==> src/design/sha256_pkg.sv <==
// Shared constants, state encoding and round functions for the SHA-256 hasher.
package sha256_pkg;

	localparam int unsigned BLOCK_BITS = 512;
	localparam int unsigned WORD_BITS  = 32;

	localparam logic [7:0] PAD_MARK = 8'h80;
	localparam logic [5:0] LEN_FILL = 6'd56;

	typedef enum logic [5:0] {
		ST_IDLE  = 6'b000001,
		ST_PAD   = 6'b000010,
		ST_LEN   = 6'b000100,
		ST_ROUND = 6'b001000,
		ST_ADD   = 6'b010000,
		ST_EMIT  = 6'b100000
	} sha_state_t;

	localparam logic [31:0] INIT_H [8] = '{
		32'h6a09e667, 32'hbb67ae85, 32'h3c6ef372, 32'ha54ff53a,
		32'h510e527f, 32'h9b05688c, 32'h1f83d9ab, 32'h5be0cd19
	};

	localparam logic [31:0] ROUND_K [64] = '{
		32'h428a2f98, 32'h71374491, 32'hb5c0fbcf, 32'he9b5dba5,
		32'h3956c25b, 32'h59f111f1, 32'h923f82a4, 32'hab1c5ed5,
		32'hd807aa98, 32'h12835b01, 32'h243185be, 32'h550c7dc3,
		32'h72be5d74, 32'h80deb1fe, 32'h9bdc06a7, 32'hc19bf174,
		32'he49b69c1, 32'hefbe4786, 32'h0fc19dc6, 32'h240ca1cc,
		32'h2de92c6f, 32'h4a7484aa, 32'h5cb0a9dc, 32'h76f988da,
		32'h983e5152, 32'ha831c66d, 32'hb00327c8, 32'hbf597fc7,
		32'hc6e00bf3, 32'hd5a79147, 32'h06ca6351, 32'h14292967,
		32'h27b70a85, 32'h2e1b2138, 32'h4d2c6dfc, 32'h53380d13,
		32'h650a7354, 32'h766a0abb, 32'h81c2c92e, 32'h92722c85,
		32'ha2bfe8a1, 32'ha81a664b, 32'hc24b8b70, 32'hc76c51a3,
		32'hd192e819, 32'hd6990624, 32'hf40e3585, 32'h106aa070,
		32'h19a4c116, 32'h1e376c08, 32'h2748774c, 32'h34b0bcb5,
		32'h391c0cb3, 32'h4ed8aa4a, 32'h5b9cca4f, 32'h682e6ff3,
		32'h748f82ee, 32'h78a5636f, 32'h84c87814, 32'h8cc70208,
		32'h90befffa, 32'ha4506ceb, 32'hbef9a3f7, 32'hc67178f2
	};

	function automatic logic [31:0] big_sigma0(input logic [31:0] x);
		return {x[1:0], x[31:2]} ^ {x[12:0], x[31:13]} ^ {x[21:0], x[31:22]};
	endfunction

	function automatic logic [31:0] big_sigma1(input logic [31:0] x);
		return {x[5:0], x[31:6]} ^ {x[10:0], x[31:11]} ^ {x[24:0], x[31:25]};
	endfunction

	function automatic logic [31:0] small_sigma0(input logic [31:0] x);
		return {x[6:0], x[31:7]} ^ {x[17:0], x[31:18]} ^ {3'b000, x[31:3]};
	endfunction

	function automatic logic [31:0] small_sigma1(input logic [31:0] x);
		return {x[16:0], x[31:17]} ^ {x[18:0], x[31:19]} ^ {10'b0, x[31:10]};
	endfunction

endpackage

==> src/design/sha256_hasher.sv <==
// Streaming SHA-256 hasher: byte gathering, padding, round sequencer and digest output.
//
//   channel | handshake            | payload                               | role
//   cmd     | cmd_valid, cmd_stall | command, data_byte                    | request in
//   res     | res_valid, res_stall | digest_word, word_index, last_word    | result out
//
// An append request is taken while idle; the byte that completes a block starts 64 rounds
// on the single round unit, then the working words are folded into the chain.
// A finish request pushes 9 to 72 padding and length bytes at one a cycle, runs one or
// two compressions, then offers the eight digest words, one per cycle when res is not stalled.
// cmd_stall is high from the finish until the eighth word sits in the output register.
// After reset the chain holds the initial hash values and no bytes are held.
module sha256_hasher
	import sha256_pkg::*;
(
	input  logic        clk,
	input  logic        arst_n,
	input  logic        cmd_valid,
	output logic        cmd_stall,
	input  logic        command,
	input  logic [7:0]  data_byte,
	output logic        res_valid,
	input  logic        res_stall,
	output logic [31:0] digest_word,
	output logic [2:0]  word_index,
	output logic        last_word
);

	sha_state_t st_q;
	logic [5:0]  fill_q;
	logic [5:0]  rnd_q;
	logic [2:0]  lcnt_q;
	logic [2:0]  ecnt_q;
	logic        fin_q;
	logic        done_q;
	logic        pad_first_q;
	logic [63:0] msg_bits_q;
	logic [31:0] h_q [8];
	logic [31:0] v_q [8];
	logic [BLOCK_BITS-1:0] blk_q;
	logic        res_valid_q;
	logic [31:0] digest_q;
	logic [2:0]  index_q;
	logic        last_q;

	logic        push_en;
	logic [7:0]  push_b;
	logic        blk_full;
	logic        emit_load;
	logic [31:0] w0, w1, w9, w14;
	logic [31:0] sched_w;
	logic [31:0] t1, t2;
	logic [31:0] ch_v, maj_v;

	assign cmd_stall = (st_q != ST_IDLE);
	assign res_valid = res_valid_q;
	assign digest_word = digest_q;
	assign word_index = index_q;
	assign last_word = last_q;

	always_comb begin
		push_en = 1'b0;
		push_b  = data_byte;
		unique case (st_q)
			ST_IDLE: begin
				push_en = cmd_valid && !command;
			end
			ST_PAD: begin
				push_en = 1'b1;
				push_b  = pad_first_q ? PAD_MARK : 8'h00;
			end
			ST_LEN: begin
				push_en = 1'b1;
				push_b  = msg_bits_q[{~lcnt_q, 3'b000} +: 8];
			end
			default: begin
				push_en = 1'b0;
			end
		endcase
	end

	assign blk_full  = push_en && (fill_q == 6'd63);
	assign emit_load = (st_q == ST_EMIT) && (!res_valid_q || !res_stall);

	// Window taps: word 0 is the oldest schedule word.
	assign w0  = blk_q[BLOCK_BITS-1 -: WORD_BITS];
	assign w1  = blk_q[BLOCK_BITS-1-WORD_BITS -: WORD_BITS];
	assign w9  = blk_q[BLOCK_BITS-1-9*WORD_BITS -: WORD_BITS];
	assign w14 = blk_q[BLOCK_BITS-1-14*WORD_BITS -: WORD_BITS];

	assign sched_w = small_sigma1(w14) + w9 + small_sigma0(w1) + w0;
	assign ch_v    = (v_q[4] & v_q[5]) ^ (~v_q[4] & v_q[6]);
	assign maj_v   = (v_q[0] & v_q[1]) ^ (v_q[0] & v_q[2]) ^ (v_q[1] & v_q[2]);
	assign t1      = v_q[7] + big_sigma1(v_q[4]) + ch_v + ROUND_K[rnd_q] + w0;
	assign t2      = big_sigma0(v_q[0]) + maj_v;

	always_ff @(posedge clk or negedge arst_n) begin
		if (!arst_n) begin
			st_q        <= ST_IDLE;
			fill_q      <= '0;
			rnd_q       <= '0;
			lcnt_q      <= '0;
			ecnt_q      <= '0;
			fin_q       <= 1'b0;
			done_q      <= 1'b0;
			pad_first_q <= 1'b0;
			msg_bits_q  <= '0;
			res_valid_q <= 1'b0;
			for (int i = 0; i < 8; i++) begin
				h_q[i] <= INIT_H[i];
			end
		end else begin
			if (push_en) begin
				fill_q <= fill_q + 6'd1;
			end
			if (emit_load) begin
				res_valid_q <= 1'b1;
			end else if (!res_stall) begin
				res_valid_q <= 1'b0;
			end
			unique case (st_q)
				ST_IDLE: begin
					if (cmd_valid && !command) begin
						msg_bits_q <= msg_bits_q + 64'd8;
						if (blk_full) begin
							st_q <= ST_ROUND;
						end
					end else if (cmd_valid) begin
						fin_q       <= 1'b1;
						pad_first_q <= 1'b1;
						st_q        <= ST_PAD;
					end
				end
				ST_PAD: begin
					pad_first_q <= 1'b0;
					if (blk_full) begin
						st_q <= ST_ROUND;
					end else if (fill_q + 6'd1 == LEN_FILL) begin
						lcnt_q <= '0;
						st_q   <= ST_LEN;
					end
				end
				ST_LEN: begin
					lcnt_q <= lcnt_q + 3'd1;
					if (blk_full) begin
						done_q <= 1'b1;
						st_q   <= ST_ROUND;
					end
				end
				ST_ROUND: begin
					rnd_q <= rnd_q + 6'd1;
					if (rnd_q == 6'd63) begin
						st_q <= ST_ADD;
					end
				end
				ST_ADD: begin
					for (int i = 0; i < 8; i++) begin
						h_q[i] <= h_q[i] + v_q[i];
					end
					priority if (done_q) begin
						ecnt_q <= '0;
						st_q   <= ST_EMIT;
					end else if (fin_q) begin
						st_q <= ST_PAD;
					end else begin
						st_q <= ST_IDLE;
					end
				end
				ST_EMIT: begin
					if (emit_load) begin
						ecnt_q <= ecnt_q + 3'd1;
						if (ecnt_q == 3'd7) begin
							// word 7 is in the output register: start a fresh message
							for (int i = 0; i < 8; i++) begin
								h_q[i] <= INIT_H[i];
							end
							msg_bits_q <= '0;
							fin_q      <= 1'b0;
							done_q     <= 1'b0;
							st_q       <= ST_IDLE;
						end
					end
				end
				default: begin
					st_q <= ST_IDLE;
				end
			endcase
		end
	end

	always_ff @(posedge clk) begin
		if (push_en) begin
			blk_q <= {blk_q[BLOCK_BITS-9:0], push_b};
		end else if (st_q == ST_ROUND) begin
			blk_q <= {blk_q[BLOCK_BITS-WORD_BITS-1:0], sched_w};
		end
		if (blk_full) begin
			for (int i = 0; i < 8; i++) begin
				v_q[i] <= h_q[i];
			end
		end else if (st_q == ST_ROUND) begin
			v_q[7] <= v_q[6];
			v_q[6] <= v_q[5];
			v_q[5] <= v_q[4];
			v_q[4] <= v_q[3] + t1;
			v_q[3] <= v_q[2];
			v_q[2] <= v_q[1];
			v_q[1] <= v_q[0];
			v_q[0] <= t1 + t2;
		end
		if (emit_load) begin
			digest_q <= h_q[ecnt_q];
			index_q  <= ecnt_q;
			last_q   <= (ecnt_q == 3'd7);
		end
	end

	a_round_starts_at_zero: assert property (@(posedge clk) disable iff (!arst_n)
		$rose(st_q == ST_ROUND) |-> rnd_q == 6'd0)
		else $error("compression started with a nonzero round count");

	a_len_after_fill: assert property (@(posedge clk) disable iff (!arst_n)
		st_q == ST_LEN |-> fill_q[5:3] == 3'b111 && fill_q[2:0] == lcnt_q)
		else $error("length bytes out of place in the block");

	a_emit_on_empty_block: assert property (@(posedge clk) disable iff (!arst_n)
		st_q == ST_EMIT |-> fill_q == 6'd0 && done_q)
		else $error("digest offered with bytes still held");

	a_result_from_emit: assert property (@(posedge clk) disable iff (!arst_n)
		$rose(res_valid_q) |-> $past(st_q == ST_EMIT))
		else $error("result raised outside digest output");

	a_last_is_seventh: assert property (@(posedge clk) disable iff (!arst_n)
		res_valid_q && last_q |-> index_q == 3'd7)
		else $error("last word flag on wrong index");

endmodule
==> config.mk <==
export PLATFORM = sky130hd
export DESIGN_NAME = sha256_hasher
export DESIGN_NICKNAME = d
export VERILOG_FILES = /design/src/design/sha256_pkg.sv /design/src/design/sha256_hasher.sv
export SDC_FILE = /design/constraint.sdc
export NUM_CORES = 2
export LEC_CHECK = 0
export BUFFER_PORTS_ARGS = -buffer_cell sky130_fd_sc_hd__buf_2
export CORE_ASPECT_RATIO = 0.75
export CORE_MARGIN = 1
export CORE_UTILIZATION = 55
export DETAILED_ROUTE_END_ITERATION = 8
export MAX_ROUTING_LAYER = met4
export PLACE_DENSITY = 0.77
export SLEW_MARGIN = 40
export SYNTH_ARGS = -nofsm -noshare
export SYNTH_HDL_FRONTEND = slang
export SYNTH_SLANG_ARGS = --single-unit
export TNS_END_PERCENT = 50
==> constraint.sdc <==
create_clock -name clk -period 27.5 [get_ports clk]
set_input_delay 4.125 -clock clk [delete_from_list [all_inputs] [get_ports clk]]
set_output_delay 4.125 -clock clk [all_outputs]
set_load 0.005 [all_outputs]
[Yosys cells after proc, flatten, opt, wreduce, memory -nomap -nowiden]
Memory sizes are Yosys's and may differ from the RTL's.
Index checks and enable logic that the tools add are counted.
Cells by class
  equal/unequal tests: 24
  bitwise operators: 28
  add/sub/neg operators: 23
  reductions and logical operators: 22
  order comparisons: 2
  shift operators: 1
  mux-type cells: 57
Operators with widths (number)
  $mux W512: 2
  $add A32 B32 Y32: 18
  $mux W256: 2
  $pmux W256 S2: 1
  $mux W32: 12
  $xor A32 B32 Y32: 9
  $mux W64: 3
  $and A32 B32 Y32: 5
  $pmux W64 S2: 1
  $bmux W32 S3: 1
  $add A64 B4 Y64 const B: 1
  $shiftx A64 B7 Y8: 1
  $mux W6: 9
  $pmux W6 S6: 1
  $not A32 Y32: 1
  $xor A32 B22 Y32: 1
  $xor A32 B29 Y32: 1
  $eq A6 B6 Y1 const B: 4
  $ne A2 B2 Y1 const B: 9
  $pmux W8 S2: 1
  $add A6 B1 Y6 const B: 2
  $mux W1: 12
  $mux W3: 4
  $pmux W3 S2: 2
  other kinds (27): 54
Word-level totals
  ROM bits: 2048
  memories kept: 2
  input port bits: 13
  RAM bits: 256
  bits in registers: 896
Memories
  (name not given): words 64, bits a word 32, read ports 1, clocked after memory_dff 0, write ports 0, RTL line sha256_hasher.sv:94  | assign t1 = v_q[7] + big_sigma1(v_q[4]) + ch_v + ROUND_K[rnd_q] + w0;
  v_q: words 8, bits a word 32, read ports 8, clocked after memory_dff 0, write ports 8, RTL line sha256_hasher.sv:39  | logic [31:0] v_q [8];

[Logic depth before layout (Yosys ltp)]
An unclocked memory read counts as a cell.
  word-level depth: 9
  gate-level depth with buffers: 41

[Least setup slack after synthesis]
Ideal clock, no wire load.
  path kind: input-to-reg
  start point: input port command
  end point: memory v_q[0][0], enable pin
  library setup time: 1227 ps
  arrival time: 23050 ps
  path buffers: 2
  slack: 3223 ps
  cell stages on the path: 6
  cell sequence: nand2b_1 -> nor2_1 -> nor3_1 -> clkbuf_1 -> clkbuf_1 -> o21ai_0
RTL lines
  from (decl): RTL line sha256_hasher.sv:20  | input logic command,
  to (decl): RTL line sha256_hasher.sv:39

==> results.toml <==
[sta]
fin_crit_ns = 10.67
timing_hold_violations_final = 0
slew_headroom = 0.3560
post-route-period-util = 0.3881
fin_setup_tns_ns = 0
worst_pin_slew_ns = 0.9559
max_freq_mhz = 93.70
setup_slack_ns = 16.83
maxSlewViolCount = 0
rsz0062_at_grt = "no"
finalSetupViolCount = 0
finalClockSkew_ns = 0.04388

[run_status]
status = "complete, no violations"

[global_routing]
grt_use_total = 0.3517
grt_max_degree = 147
antenna_found_initial = 8
grt.overflow.total = 0
grt_pass1_wl_mm = 369.5
first_global_vias = 58019

[clock_network]
cts_buffers = 117
postCtsHoldBufs = 0
h-tree-depth = 3
clk_pin_slew_worst_paths_ns = 0.06
numClockSinks = 1149
insertion_delay_ns = 0.79
cts_tree = "yes"
cts_resized = 0
clockBufferDepth = 3
post_cts_buffers = 0
cts-root-buf = "clkbuf_16"

[floorplan]
io_pins = 51
start_util = 0.5574
core_area_sq_um = 138800
fp-row-count = 118
fp.dieH_um = 326.8
die_area_sq_um = 142200
die_w_um = 435.0

[finish]
layout.nets = 8798
areaGrowthSynthToFinish_pct = 7.968
fin_cells = 10157
fin_util = 0.6018
drive_gt1_frac = 0.07923

[worst_setup_path]
crit_top_cell = "a21o_1"
worst_setup_path_end_kind = "flop"
critPathKind = "reg2reg"
crit_arrival_ns = 11.16
worstPathRequired_ns = 27.99
path_buf_inv = 5
cp_max_fo = 19
slowest_stage = "dfrtp_1"
cp_top_family = "compound AO/OA/AOI/OAI gates"
reg2reg_from = "rnd_q[0]"
cp-start-kind = "flop"
startpoint = "rnd_q[0]"
cp_slowest_stage_delay_ns = 0.88

[detailed_routing]
drt_wl_total_mm = 246.1
drtPass1Iterations = 8
avgViaCountPerCell = 6.202
antenna_violating_nets_post_route = 0
wl_per_cell_um = 24.23
drcViolationCount = 0
vias = 62993
drt_iter0_drc = 9420

[logic_synthesis]
postSynthAreaPerCell_sq_um = 9.226
postSynthCellCount = 8384
ys_ff_latch = 1149
synth_edf_count = 804
synth_nets = 8990
ys_seq_area_frac = 0.4259
ys_types = 86
syn_area_sq_um = 77350
synth_ff_type = "edfxtp_1"
yosysWarningCount = 0
async_reset_ff_frac = 0.3003

[placed_design]
pre_cts_ws_ns = 17.19
dp_hpwl_mm = 179.8
io_buffers = 50
dp.cells = 9929
place.gp.congestion = 1.064

[job]
maxCapViolCount = 0

[min_path]
min-delay-start = "fill_q[5]"
worstHoldPathType = "reg2reg"
cell usage in the layout, fill, tap and decap left out, types with 30 or more instances in the layout:
cell type,synthesis,layout
nand2_1,2253,2250
edfxtp_1,804,804
o21ai_0,617,614
a21oi_1,464,462
inv_1,457,457
ha_1,398,398
nor2_1,344,341
xnor2_1,334,334
xor2_1,288,288
a21o_1,208,208
dfrtp_1,208,201
fa_1,195,195
nand3_1,144,144
dfstp_2,137,137
nor3_1,123,122
clkbuf_16,0,119
mux4_2,83,83
nand2b_1,75,75
o21a_1,63,63
buf_4,0,59
a31oi_1,49,49
buf_2,0,49
mux2i_1,48,48
nor2b_1,43,43
nand4_1,43,43
a211oi_1,42,42
and3_1,40,40
mux2_2,39,39
or3_1,35,35
o21bai_1,34,34
o211ai_1,31,31
o31ai_1,31,30
worst paths after layout:
kind	slack [ns]	end	cells past startpoint
max	16.83	v_q[0][29]	38
min	0.50	fill_q[5]	1
max reg2reg	16.83	v_q[0][29]	38
min reg2reg	0.50	fill_q[5]	1
max in group asynchronous	21.67	lcnt_q[1]	4
min in group asynchronous	3.32	h_q[218]	1
metal layers:
layer,vias to the layer above,global-route usage,routed length (um)
met2,3461,0.4576,97690
li1,28494,-,-
met3,400,0.09218,32120
met4,0,0.07662,5841
met1,30638,0.5399,110400
met5,-,-,0
cells by family after synthesis:
logic type	Yosys count	share of synthesized area
compound gates	1733	0.1356
xor+xnor	622	0.07043
flops	1149	0.4259
fa+ha+maj	597	0.1154
buf+inv	917	0.04450
mux	170	0.03606
simple gates	3196	0.1721
final cells by class:
| cell class | instances | area [sq um] |
|---|---|---|
| Tap cell | 1860 | 2327 |
| Sequential cell | 1149 | 32960 |
| Timing Repair Buffer | 144 | 1294 |
| Clock buffer | 142 | 3134 |
| Antenna cell | 5 | 12.51 |
| Multi-Input combinational cell | 6318 | 41090 |
| Inverter | 462 | 1734 |
| Clock inverter | 77 | 962.2 |
| Fill cell | 11712 | 55270 |
cell usage after synthesis (all sizes together), types with 83 or more instances:
library cell	number	area [sq um]
o21ai	617	3088
ha	398	4980
dfstp	137	3600
nand3	144	720.7
edfxtp	804	24140
a21o	208	1562
inv	458	1719
a21oi	464	2322
dfrtp	208	5205
xor2	288	2522
nand2	2253	8457
fa	195	3904
nor2	344	1291
mux4	83	1869
clkbuf	422	1584
nor3	123	615.6
xnor2	334	2925
sequential cells by signal, summed over array words and instances, names as in the netlist, 6 cells and up:
name / flops
blk_q: 512
digest_word: 32
fill_q: 6
h_q: 256
msg_bits_q: 61
rnd_q: 6
st_q: 6
v_q: 256
stage by stage:
stage | area, sq um | hold slack [ns]
finish | 83520 | 0.5050
global route | 83510 | 0.5086
CTS | 83370 | 0.5064
detailed placement | 79270 | 0.4908
global placement | 79020 | 0.4888
floorplan | 77350 | 0.4513
Power is not shown: default switching activity piles up to over one toggle a cycle in this logic, so the estimate is an artifact.
